### src/rtl/atmc_pkg.sv
// Shared types and character constants for the AT motion command parser.
`timescale 1ns / 1ps
package atmc_pkg;

    // Width of the line length counter; holds the largest allowed line limit
    localparam int LEN_W          = 8;
    localparam int LINE_MIN_TOTAL = 4;

    // Character codes
    localparam logic [7:0] CH_CR    = 8'h0D;
    localparam logic [7:0] CH_LF    = 8'h0A;
    localparam logic [7:0] CH_EQ    = 8'h3D;
    localparam logic [7:0] CH_COMMA = 8'h2C;
    localparam logic [7:0] CH_ZERO  = 8'h30;
    localparam logic [7:0] CH_NINE  = 8'h39;
    localparam logic [7:0] CH_A     = 8'h41;
    localparam logic [7:0] CH_T     = 8'h54;
    localparam logic [7:0] CH_PLUS  = 8'h2B;

    // Command names, older character in the high byte
    localparam logic [15:0] NAME_GF = 16'h4746;
    localparam logic [15:0] NAME_GB = 16'h4742;
    localparam logic [15:0] NAME_GR = 16'h4752;
    localparam logic [15:0] NAME_GL = 16'h474C;
    localparam logic [15:0] NAME_ST = 16'h5354;

    // Result kinds
    localparam logic [2:0] KIND_HEARTBEAT = 3'd0;
    localparam logic [2:0] KIND_FORWARD   = 3'd1;
    localparam logic [2:0] KIND_BACK      = 3'd2;
    localparam logic [2:0] KIND_RIGHT     = 3'd3;
    localparam logic [2:0] KIND_LEFT      = 3'd4;
    localparam logic [2:0] KIND_STOP      = 3'd5;

    // Parse phase of the current line
    typedef enum logic [2:0] {
        PH_PREFIX,
        PH_NAME,
        PH_ARG_WAIT,
        PH_ARG_IN,
        PH_ARG_DONE
    } t_phase;

    // Classified word handed from the front to the back
    typedef struct packed {
        logic       eol;       // CR LF seen: finish the line
        logic       feed_cr;   // held CR turned out to be a line byte
        logic       feed_b;    // the byte itself is a line byte
        logic       is_digit;
        logic       is_eq;
        logic       is_comma;
        logic [7:0] data;
    } t_token;

    // One decoded command
    typedef struct packed {
        logic [2:0]  kind;
        logic [15:0] power;
    } t_result;

    // Line parse state
    typedef struct packed {
        logic [LEN_W-1:0] len;
        logic             ovf;
        logic             prefix_ok;
        t_phase           phase;
        logic [15:0]      name;
        logic [7:0]       ncount;
        logic [15:0]      value;
        logic             bad;
    } t_parse;

    localparam t_parse PARSE_CLEAR = '{
        len:       '0,
        ovf:       1'b0,
        prefix_ok: 1'b1,
        phase:     PH_PREFIX,
        name:      '0,
        ncount:    '0,
        value:     '0,
        bad:       1'b0
    };

endpackage

### src/rtl/at_motion_command_parser.sv
// Top level of the AT motion command parser.
// Throughput: one byte per cycle; full rises only when the four-word queue
// between front and back fills, which happens while the result queue is full.
// Path: the LF word is written into the token queue, and the back decodes it
// from there into the result queue once that queue has room.
// Reset: synchronous active-low i_rst_n empties both queues and clears
// the held CR and all line state; no clearing pass is needed.
`timescale 1ns / 1ps
module at_motion_command_parser
    import atmc_pkg::*;
#(
    parameter int MAX_LINE  = 64,
    parameter int TOK_DEPTH = 4,
    parameter int RES_DEPTH = 2
) (
    input  logic        i_clk,
    input  logic        i_rst_n,
    input  logic        push,
    output logic        full,
    input  logic [7:0]  i_rx_byte,
    output logic        empty,
    input  logic        pop,
    output logic [2:0]  o_command_kind,
    output logic [15:0] o_power
);

    localparam int TOK_W = $bits(t_token);
    localparam int RES_W = $bits(t_result);

    logic             accept;
    logic             tok_wr;
    t_token           tok_in;
    logic [TOK_W-1:0] tok_raw;
    logic             tok_empty;
    logic             tok_pop;
    logic             res_full;
    logic             res_push;
    t_result          res_in;
    logic [RES_W-1:0] res_raw;
    t_result          res_out;

    assign accept = push && !full;

    // Classify incoming bytes
    atmc_front u_front (
        .i_clk     (i_clk),
        .i_rst_n   (i_rst_n),
        .i_accept  (accept),
        .i_rx_byte (i_rx_byte),
        .o_tok_wr  (tok_wr),
        .o_tok     (tok_in)
    );

    // Decouple front and back
    atmc_fifo #(
        .WIDTH (TOK_W),
        .DEPTH (TOK_DEPTH)
    ) u_tok_q (
        .i_clk   (i_clk),
        .i_rst_n (i_rst_n),
        .i_wr    (tok_wr),
        .i_wdata (tok_in),
        .o_full  (full),
        .i_rd    (tok_pop),
        .o_rdata (tok_raw),
        .o_empty (tok_empty)
    );

    // Parse lines and decode commands
    atmc_back #(
        .MAX_LINE (MAX_LINE)
    ) u_back (
        .i_clk       (i_clk),
        .i_rst_n     (i_rst_n),
        .i_tok_valid (!tok_empty),
        .i_tok       (t_token'(tok_raw)),
        .o_tok_pop   (tok_pop),
        .i_res_full  (res_full),
        .o_res_push  (res_push),
        .o_res       (res_in)
    );

    // Hold results for the consumer
    atmc_fifo #(
        .WIDTH (RES_W),
        .DEPTH (RES_DEPTH)
    ) u_res_q (
        .i_clk   (i_clk),
        .i_rst_n (i_rst_n),
        .i_wr    (res_push),
        .i_wdata (res_in),
        .o_full  (res_full),
        .i_rd    (pop),
        .o_rdata (res_raw),
        .o_empty (empty)
    );

    assign res_out        = t_result'(res_raw);
    assign o_command_kind = res_out.kind;
    assign o_power        = res_out.power;

endmodule

### src/rtl/atmc_fifo.sv
// Small first-word-fall-through queue used between the parser stages and to hold results.
`timescale 1ns / 1ps
module atmc_fifo #(
    parameter int WIDTH = 8,
    parameter int DEPTH = 4
) (
    input  logic             i_clk,
    input  logic             i_rst_n,
    input  logic             i_wr,
    input  logic [WIDTH-1:0] i_wdata,
    output logic             o_full,
    input  logic             i_rd,
    output logic [WIDTH-1:0] o_rdata,
    output logic             o_empty
);

    localparam int AW = (DEPTH > 1) ? $clog2(DEPTH) : 1;
    localparam int CW = $clog2(DEPTH + 1);

    logic [WIDTH-1:0] r_mem [DEPTH];
    logic [AW-1:0]    r_wp, n_wp;
    logic [AW-1:0]    r_rp, n_rp;
    logic [CW-1:0]    r_count, n_count;
    logic             wr_en, rd_en;

    assign o_full  = (r_count == CW'(DEPTH));
    assign o_empty = (r_count == '0);
    assign wr_en   = i_wr && !o_full;
    assign rd_en   = i_rd && !o_empty;
    assign o_rdata = r_mem[r_rp];

    // Advance pointers and occupancy
    always_comb begin
        n_wp    = r_wp;
        n_rp    = r_rp;
        n_count = r_count;
        if (wr_en) begin
            n_wp = (r_wp == AW'(DEPTH - 1)) ? '0 : r_wp + 1'b1;
        end
        if (rd_en) begin
            n_rp = (r_rp == AW'(DEPTH - 1)) ? '0 : r_rp + 1'b1;
        end
        case ({wr_en, rd_en})
            2'b10:   n_count = r_count + 1'b1;
            2'b01:   n_count = r_count - 1'b1;
            default: n_count = r_count;
        endcase
    end

    always_ff @(posedge i_clk) begin
        if (!i_rst_n) begin
            r_wp    <= '0;
            r_rp    <= '0;
            r_count <= '0;
        end else begin
            r_wp    <= n_wp;
            r_rp    <= n_rp;
            r_count <= n_count;
        end
    end

    // Store the incoming word
    always_ff @(posedge i_clk) begin
        if (wr_en) begin
            r_mem[r_wp] <= i_wdata;
        end
    end

    a_count_bound: assert property (@(posedge i_clk) disable iff (!i_rst_n)
        r_count <= CW'(DEPTH))
        else $error("queue occupancy above depth");

endmodule

### src/rtl/atmc_front.sv
// Front stage: CR LF detection and byte classification.
`timescale 1ns / 1ps
module atmc_front
    import atmc_pkg::*;
(
    input  logic       i_clk,
    input  logic       i_rst_n,
    input  logic       i_accept,
    input  logic [7:0] i_rx_byte,
    output logic       o_tok_wr,
    output t_token     o_tok
);

    logic r_pending, n_pending;
    logic is_cr, is_lf;

    assign is_cr = (i_rx_byte == CH_CR);
    assign is_lf = (i_rx_byte == CH_LF);

    // Build the word for the back stage
    always_comb begin
        o_tok.eol      = r_pending && is_lf;
        o_tok.feed_cr  = r_pending && !is_lf;
        o_tok.feed_b   = !is_cr && !(r_pending && is_lf);
        o_tok.is_digit = (i_rx_byte >= CH_ZERO) && (i_rx_byte <= CH_NINE);
        o_tok.is_eq    = (i_rx_byte == CH_EQ);
        o_tok.is_comma = (i_rx_byte == CH_COMMA);
        o_tok.data     = i_rx_byte;
        o_tok_wr       = i_accept && (o_tok.eol || o_tok.feed_cr || o_tok.feed_b);
    end

    // Hold a CR until the next byte says whether it ends the line
    always_comb begin
        n_pending = r_pending;
        if (i_accept) begin
            n_pending = !(r_pending && is_lf) && is_cr;
        end
    end

    always_ff @(posedge i_clk) begin
        if (!i_rst_n) begin
            r_pending <= 1'b0;
        end else begin
            r_pending <= n_pending;
        end
    end

endmodule

### src/rtl/atmc_back.sv
// Back stage: line parse state and command decode at line end.
`timescale 1ns / 1ps
module atmc_back
    import atmc_pkg::*;
#(
    parameter int MAX_LINE = 64
) (
    input  logic    i_clk,
    input  logic    i_rst_n,
    input  logic    i_tok_valid,
    input  t_token  i_tok,
    output logic    o_tok_pop,
    input  logic    i_res_full,
    output logic    o_res_push,
    output t_result o_res
);

    localparam logic [LEN_W-1:0] MAX_LEN = LEN_W'(MAX_LINE);
    localparam logic [LEN_W:0]   MAX_TOT = (LEN_W + 1)'(MAX_LINE);
    localparam logic [LEN_W:0]   MIN_TOT = (LEN_W + 1)'(LINE_MIN_TOTAL);

    t_parse         r_st, n_st;
    t_parse         st_cr, st_b;
    logic [LEN_W:0] total;
    logic           hit;

    function automatic logic [7:0] prefix_char(input logic [1:0] pos);
        logic [7:0] c;
        case (pos)
            2'd0:    c = CH_A;
            2'd1:    c = CH_T;
            default: c = CH_PLUS;
        endcase
        return c;
    endfunction

    // Apply one line byte to the parse state
    function automatic t_parse feed(input t_parse s, input logic [7:0] b,
                                    input logic dig, input logic eq,
                                    input logic comma);
        t_parse      n;
        logic [19:0] acc;
        n   = s;
        acc = 20'(s.value) * 20'd10 + 20'(b[3:0]);
        if (s.len >= MAX_LEN) begin
            n.ovf = 1'b1;
        end else begin
            n.len = s.len + 1'b1;
        end
        if (!n.ovf) begin
            case (s.phase)
                PH_PREFIX: begin
                    if (b != prefix_char(s.len[1:0])) begin
                        n.prefix_ok = 1'b0;
                    end
                    if (s.len >= LEN_W'(2)) begin
                        n.phase = PH_NAME;
                    end
                end
                PH_NAME: begin
                    if (eq) begin
                        n.phase = PH_ARG_WAIT;
                    end else begin
                        n.name = {s.name[7:0], b};
                        if (s.ncount != 8'hFF) begin
                            n.ncount = s.ncount + 1'b1;
                        end
                    end
                end
                PH_ARG_WAIT, PH_ARG_IN: begin
                    if (comma) begin
                        if (s.phase == PH_ARG_IN) begin
                            n.phase = PH_ARG_DONE;
                        end
                    end else begin
                        n.phase = PH_ARG_IN;
                        if (dig) begin
                            n.value = (|acc[19:16]) ? 16'hFFFF : acc[15:0];
                        end else begin
                            n.bad = 1'b1;
                        end
                    end
                end
                default: ;
            endcase
        end
        return n;
    endfunction

    // Next parse state: held CR first, then the byte itself
    always_comb begin
        st_cr = i_tok.feed_cr ? feed(r_st, CH_CR, 1'b0, 1'b0, 1'b0) : r_st;
        st_b  = i_tok.feed_b
              ? feed(st_cr, i_tok.data, i_tok.is_digit, i_tok.is_eq, i_tok.is_comma)
              : st_cr;
        n_st  = r_st;
        if (o_tok_pop) begin
            n_st = i_tok.eol ? PARSE_CLEAR : st_b;
        end
    end

    // Decode the finished line and drive the handshakes
    always_comb begin
        total       = {1'b0, r_st.len} + (LEN_W + 1)'(2);
        hit         = 1'b0;
        o_res.kind  = KIND_HEARTBEAT;
        o_res.power = '0;
        if (!r_st.ovf && total <= MAX_TOT && total >= MIN_TOT) begin
            if (total == MIN_TOT) begin
                hit = 1'b1;
            end else if (r_st.prefix_ok && r_st.ncount == 8'd2) begin
                hit = 1'b1;
                case (r_st.name)
                    NAME_GF: o_res.kind = KIND_FORWARD;
                    NAME_GB: o_res.kind = KIND_BACK;
                    NAME_GR: o_res.kind = KIND_RIGHT;
                    NAME_GL: o_res.kind = KIND_LEFT;
                    NAME_ST: o_res.kind = KIND_STOP;
                    default: hit = 1'b0;
                endcase
                if (o_res.kind != KIND_STOP && !r_st.bad &&
                    (r_st.phase == PH_ARG_IN || r_st.phase == PH_ARG_DONE)) begin
                    o_res.power = r_st.value;
                end
            end
        end
        o_tok_pop  = i_tok_valid && (!i_tok.eol || !i_res_full);
        o_res_push = o_tok_pop && i_tok.eol && hit;
    end

    always_ff @(posedge i_clk) begin
        if (!i_rst_n) begin
            r_st <= PARSE_CLEAR;
        end else begin
            r_st <= n_st;
        end
    end

    a_len_bound: assert property (@(posedge i_clk) disable iff (!i_rst_n)
        r_st.len <= MAX_LEN)
        else $error("line length above limit");

    a_ovf_len: assert property (@(posedge i_clk) disable iff (!i_rst_n)
        r_st.ovf |-> (r_st.len == MAX_LEN))
        else $error("overflow without full length");

    a_prefix_phase: assert property (@(posedge i_clk) disable iff (!i_rst_n)
        (r_st.len < LEN_W'(3)) |-> (r_st.phase == PH_PREFIX && r_st.ncount == 8'd0))
        else $error("left prefix phase too early");

    a_clear_after_eol: assert property (@(posedge i_clk) disable iff (!i_rst_n)
        (o_tok_pop && i_tok.eol) |=> (r_st.len == '0 && r_st.phase == PH_PREFIX))
        else $error("state not cleared after line end");

endmodule
### config.mk
export PLATFORM = sky130hd
export DESIGN_NAME = at_motion_command_parser
export DESIGN_NICKNAME = d
export VERILOG_FILES = /design/src/rtl/atmc_pkg.sv /design/src/rtl/at_motion_command_parser.sv /design/src/rtl/atmc_fifo.sv /design/src/rtl/atmc_front.sv /design/src/rtl/atmc_back.sv
export SDC_FILE = /design/constraint.sdc
export NUM_CORES = 1
export LEC_CHECK = 0
export BUFFER_PORTS_ARGS = -buffer_cell sky130_fd_sc_hd__buf_2
export CELL_PAD_IN_SITES_DETAIL_PLACEMENT = 0
export CELL_PAD_IN_SITES_GLOBAL_PLACEMENT = 1
export CORE_MARGIN = 1.5
export CORE_UTILIZATION = 40
export CTS_BUF_LIST = sky130_fd_sc_hd__clkbuf_2 sky130_fd_sc_hd__clkbuf_4 sky130_fd_sc_hd__clkbuf_8
export DETAILED_ROUTE_END_ITERATION = 6
export HOLD_SLACK_MARGIN = 0.06
export PLACE_DENSITY = 0.74
export SYNTH_ARGS = -nofsm -noshare
export SYNTH_HDL_FRONTEND = slang
export SYNTH_HIERARCHICAL = 1
export SYNTH_SLANG_ARGS = --single-unit
### constraint.sdc
create_clock -name i_clk -period 3.6 [get_ports i_clk]
set_clock_uncertainty 0.1 [all_clocks]
set_input_delay 0.72 -clock i_clk [delete_from_list [all_inputs] [get_ports i_clk]]
set_output_delay 0.72 -clock i_clk [all_outputs]
set_load 0.02 [all_outputs]
==> impl_metrics.toml <==
[hold_path]
holdPathStages = 2
worstHoldEndpoint = "u_back/r_st[33]"
holdCritPathClass = "flop to flop"
min_from = "u_back/r_st[33]"

[drt]
drt_first_pass_iters = 5
routed_wl_um = 20700
drc_errors = 0
first_iter_violations = 435
drtAntennaViolNets = 0
avgRoutedWirePerCell_um = 16.6
via_count = 6798
avgViaCountPerCell = 5.46

[timing]
fmax_ghz = 0.281
fin_tns_setup_ps = 0
min_period_ps = 3560
tightest_slew_ps = 851
finalCritPeriodShare_pct = 98.9
slew_headroom_pct = 42.8
slew_viol_final = 0
final-setup-viol-count = 0
whs_ps = 373
hold_viol = 0

[setup_path]
crit_type = "flop to flop"
required_ps = 3820
critical_path.max_fanout = 16
crit_path_start = "u_back/r_st[2]"
max_stage_delay_ps = 450
cp.arrival_ps = 3780
r2r-end = "u_back/r_st[3]"
endpoint_kind = "flop"
critical-path-top-delay-family = "simple AND/OR/NAND/NOR gates"
r2r-start = "u_back/r_st[2]"
cp_num_buf_inv = 2
reg2reg_depth = 12
r2r_slack_ps = 40
cp_cell_sequence = "ha_1, ha_2, inv_1, fa_2, nand2b_1, or3_4, or4_4, nor4_4, nand4_2, a21oi_4, buf_12, a311oi_2"
critPathLaunchType = "flop"
critPathSlowestCell = "or4_4"

[cts]
cts_tree = "yes"
clockRootBuffer = "clkbuf_8"
cts_max_path_buffers = 2
clk_pin_slew_ps = 90
cts_buffers = 17
htreeDepth = 4
clock_sinks = 163
insertion_delay_ps = 440

[synthesis]
synth-edff-count = 94
ys_warn_count = 6
syn_area_mm2 = 0.00930
async_reset_ff_share_pct = 0
ys_types = 96
synth-main-ff-cell = "edfxtp_1"
netlist_instances = 873
synth_nets = 935
ys_seq_elements = 163
ys_seq_area_share_pct = 45.2
synth_area_per_cell_um2 = 10.7

[die]
die_x_um = 156
boundaryPins = 33
num_rows = 55
dieArea_mm2 = 0.0242
die_h_um = 156
start_util_pct = 41.0
placeableCoreArea_mm2 = 0.0227

[power_and_ir_drop]
p_leak_uw = 0.00391
vdd_drop_max_mv = 0.389
pwr_density_cell_mw_per_mm2 = 507

[layout]
area_growth_pct = 13.6
finalInstanceArea_mm2 = 0.0106
layout_common_cells = "edfxtp_1, nor2_1, buf_4, dfxtp_1, a21oi_1"
drive_gt1_share_pct = 24.2
final_common_cell = "edfxtp_1"
diodes = 0
nNetsFinal = 1008

[placement]
gp_congestion = 0.786
dpl_cell_area_mm2 = 0.0101
dp_hpwl_um = 14900
numPortBuffers = 32

[global_routing]
grt-ovfl-total = 0
antenna_found_initial = 0
grt_pass1_vias = 6453
grt_pass1_wl_um = 33500
grt_use_total_pct = 17.4
grt_max_degree = 31

[job]
maxCapViolations = 0

[run_status]
outcome = "finished, final reports clean"
## where the power goes
group / switching, uW / internal (uW)
registers: 115 / 2130
clock network: 787 / 592
logic: 1060 / 682
## metal layers
| metal | vias up | part of all wire (%) | GRT usage [%] |
|---|---|---|---|
| li1 | 3407 | - | - |
| met3 | 11 | 3.7 | 2.79 |
| met1 | 3258 | 51 | 25.9 |
| met4 | 0 | 0.76 | 4.49 |
| met5 | - | 0 | 0 |
| met2 | 122 | 44 | 26.2 |
## state kept, by name, indices dropped and copies added, names as in the netlist, named ones only
name               cells
u_back/r_st           54
u_front/r_pending      1
u_res_q/r_count        2
u_res_q/r_mem         38
u_res_q/r_rp           1
u_res_q/r_wp           1
u_tok_q/r_count        3
u_tok_q/r_mem         56
u_tok_q/r_rp           2
u_tok_q/r_wp           2
## synth_stat cells, drive strengths merged (6+ instances only)
master	instances	area share (%)
xor2	15	1.4
mux2	24	2.9
nor2	71	2.9
edfxtp	94	30
nand2b	7	0.50
and3	9	0.61
nor3	18	1.1
inv	36	1.5
nor4	8	0.86
buf	24	1.8
nand4	10	0.74
nand3	17	0.97
a22oi	17	1.4
or3	11	0.85
a31oi	8	0.54
o21ai	38	2.1
clkbuf	22	0.90
nor3b	9	0.90
mux4	14	3.6
and2	30	2.0
xnor2	24	2.3
nor4b	6	0.56
mux2i	6	0.65
a21oi	61	3.4
ha	47	6.3
nand2	56	2.3
nor2b	13	0.95
a211oi	17	2.0
dfxtp	69	15
## worst min-delay path, delay by kind of cell (launching register included)
| kind | cells | cell delay, ps |
|---|---|---|
| AO/OA/AOI/OAI | 1 | 50 |
| AND/OR/NAND/NOR | 1 | 50 |
| flip-flops | 1 | 330 |
## kinds of logic (layout without fill, tap and decap cells)
logic type / after synthesis / after routing / synth area share (%)
simple gates: 287 / 287 / 17.4
mux: 44 / 44 / 7.10
flops: 163 / 163 / 45.2
compound gates: 207 / 207 / 15.5
fa+ha+maj: 50 / 50 / 6.97
buf+inv: 83 / 169 / 4.20
xor+xnor: 39 / 39 / 3.67
## worst max path at each step
stage                               endpoint  slack, ps  cells past startpoint
after detailed placement  u_tok_q/r_count[2]         70                     12
after global placement        u_back/r_st[3]        120                     11
after CTS                     u_back/r_st[3]         30                     11
after floorplan              u_back/r_st[10]         50                     15
after global routing          u_back/r_st[3]        -50                     12
final                         u_back/r_st[3]         40                     12
## stage by stage
stage               setup WS, ps  utilization, %  power [uW]  std cells
detailed placement          69.5            44.4        4020       1209
CTS                         28.3            46.2        5390       1241
global placement             117            44.4        4010       1209
finish                      40.1            46.6        5370       1244
floorplan                   51.1               -        3410        873
global route               -46.4            46.6        5680       1244
## what timing repair did
action	in CTS	in global routing
setup endpoints to repair	0	27
hold buffers	0	0
gates resized for setup	0	21
buffers inserted	0	3
## final cells by class
cell class / instances / area (um2)
clock inverters: 15 / 181
multi-input cells: 627 / 4770
clock buffers: 17 / 234
well taps: 285 / 357
inverters: 37 / 139
repair buffers: 100 / 683
flip-flops and latches: 163 / 4210
fillers: 2136 / 12100
No activity file was read; power rests on OpenSTA's default activity.
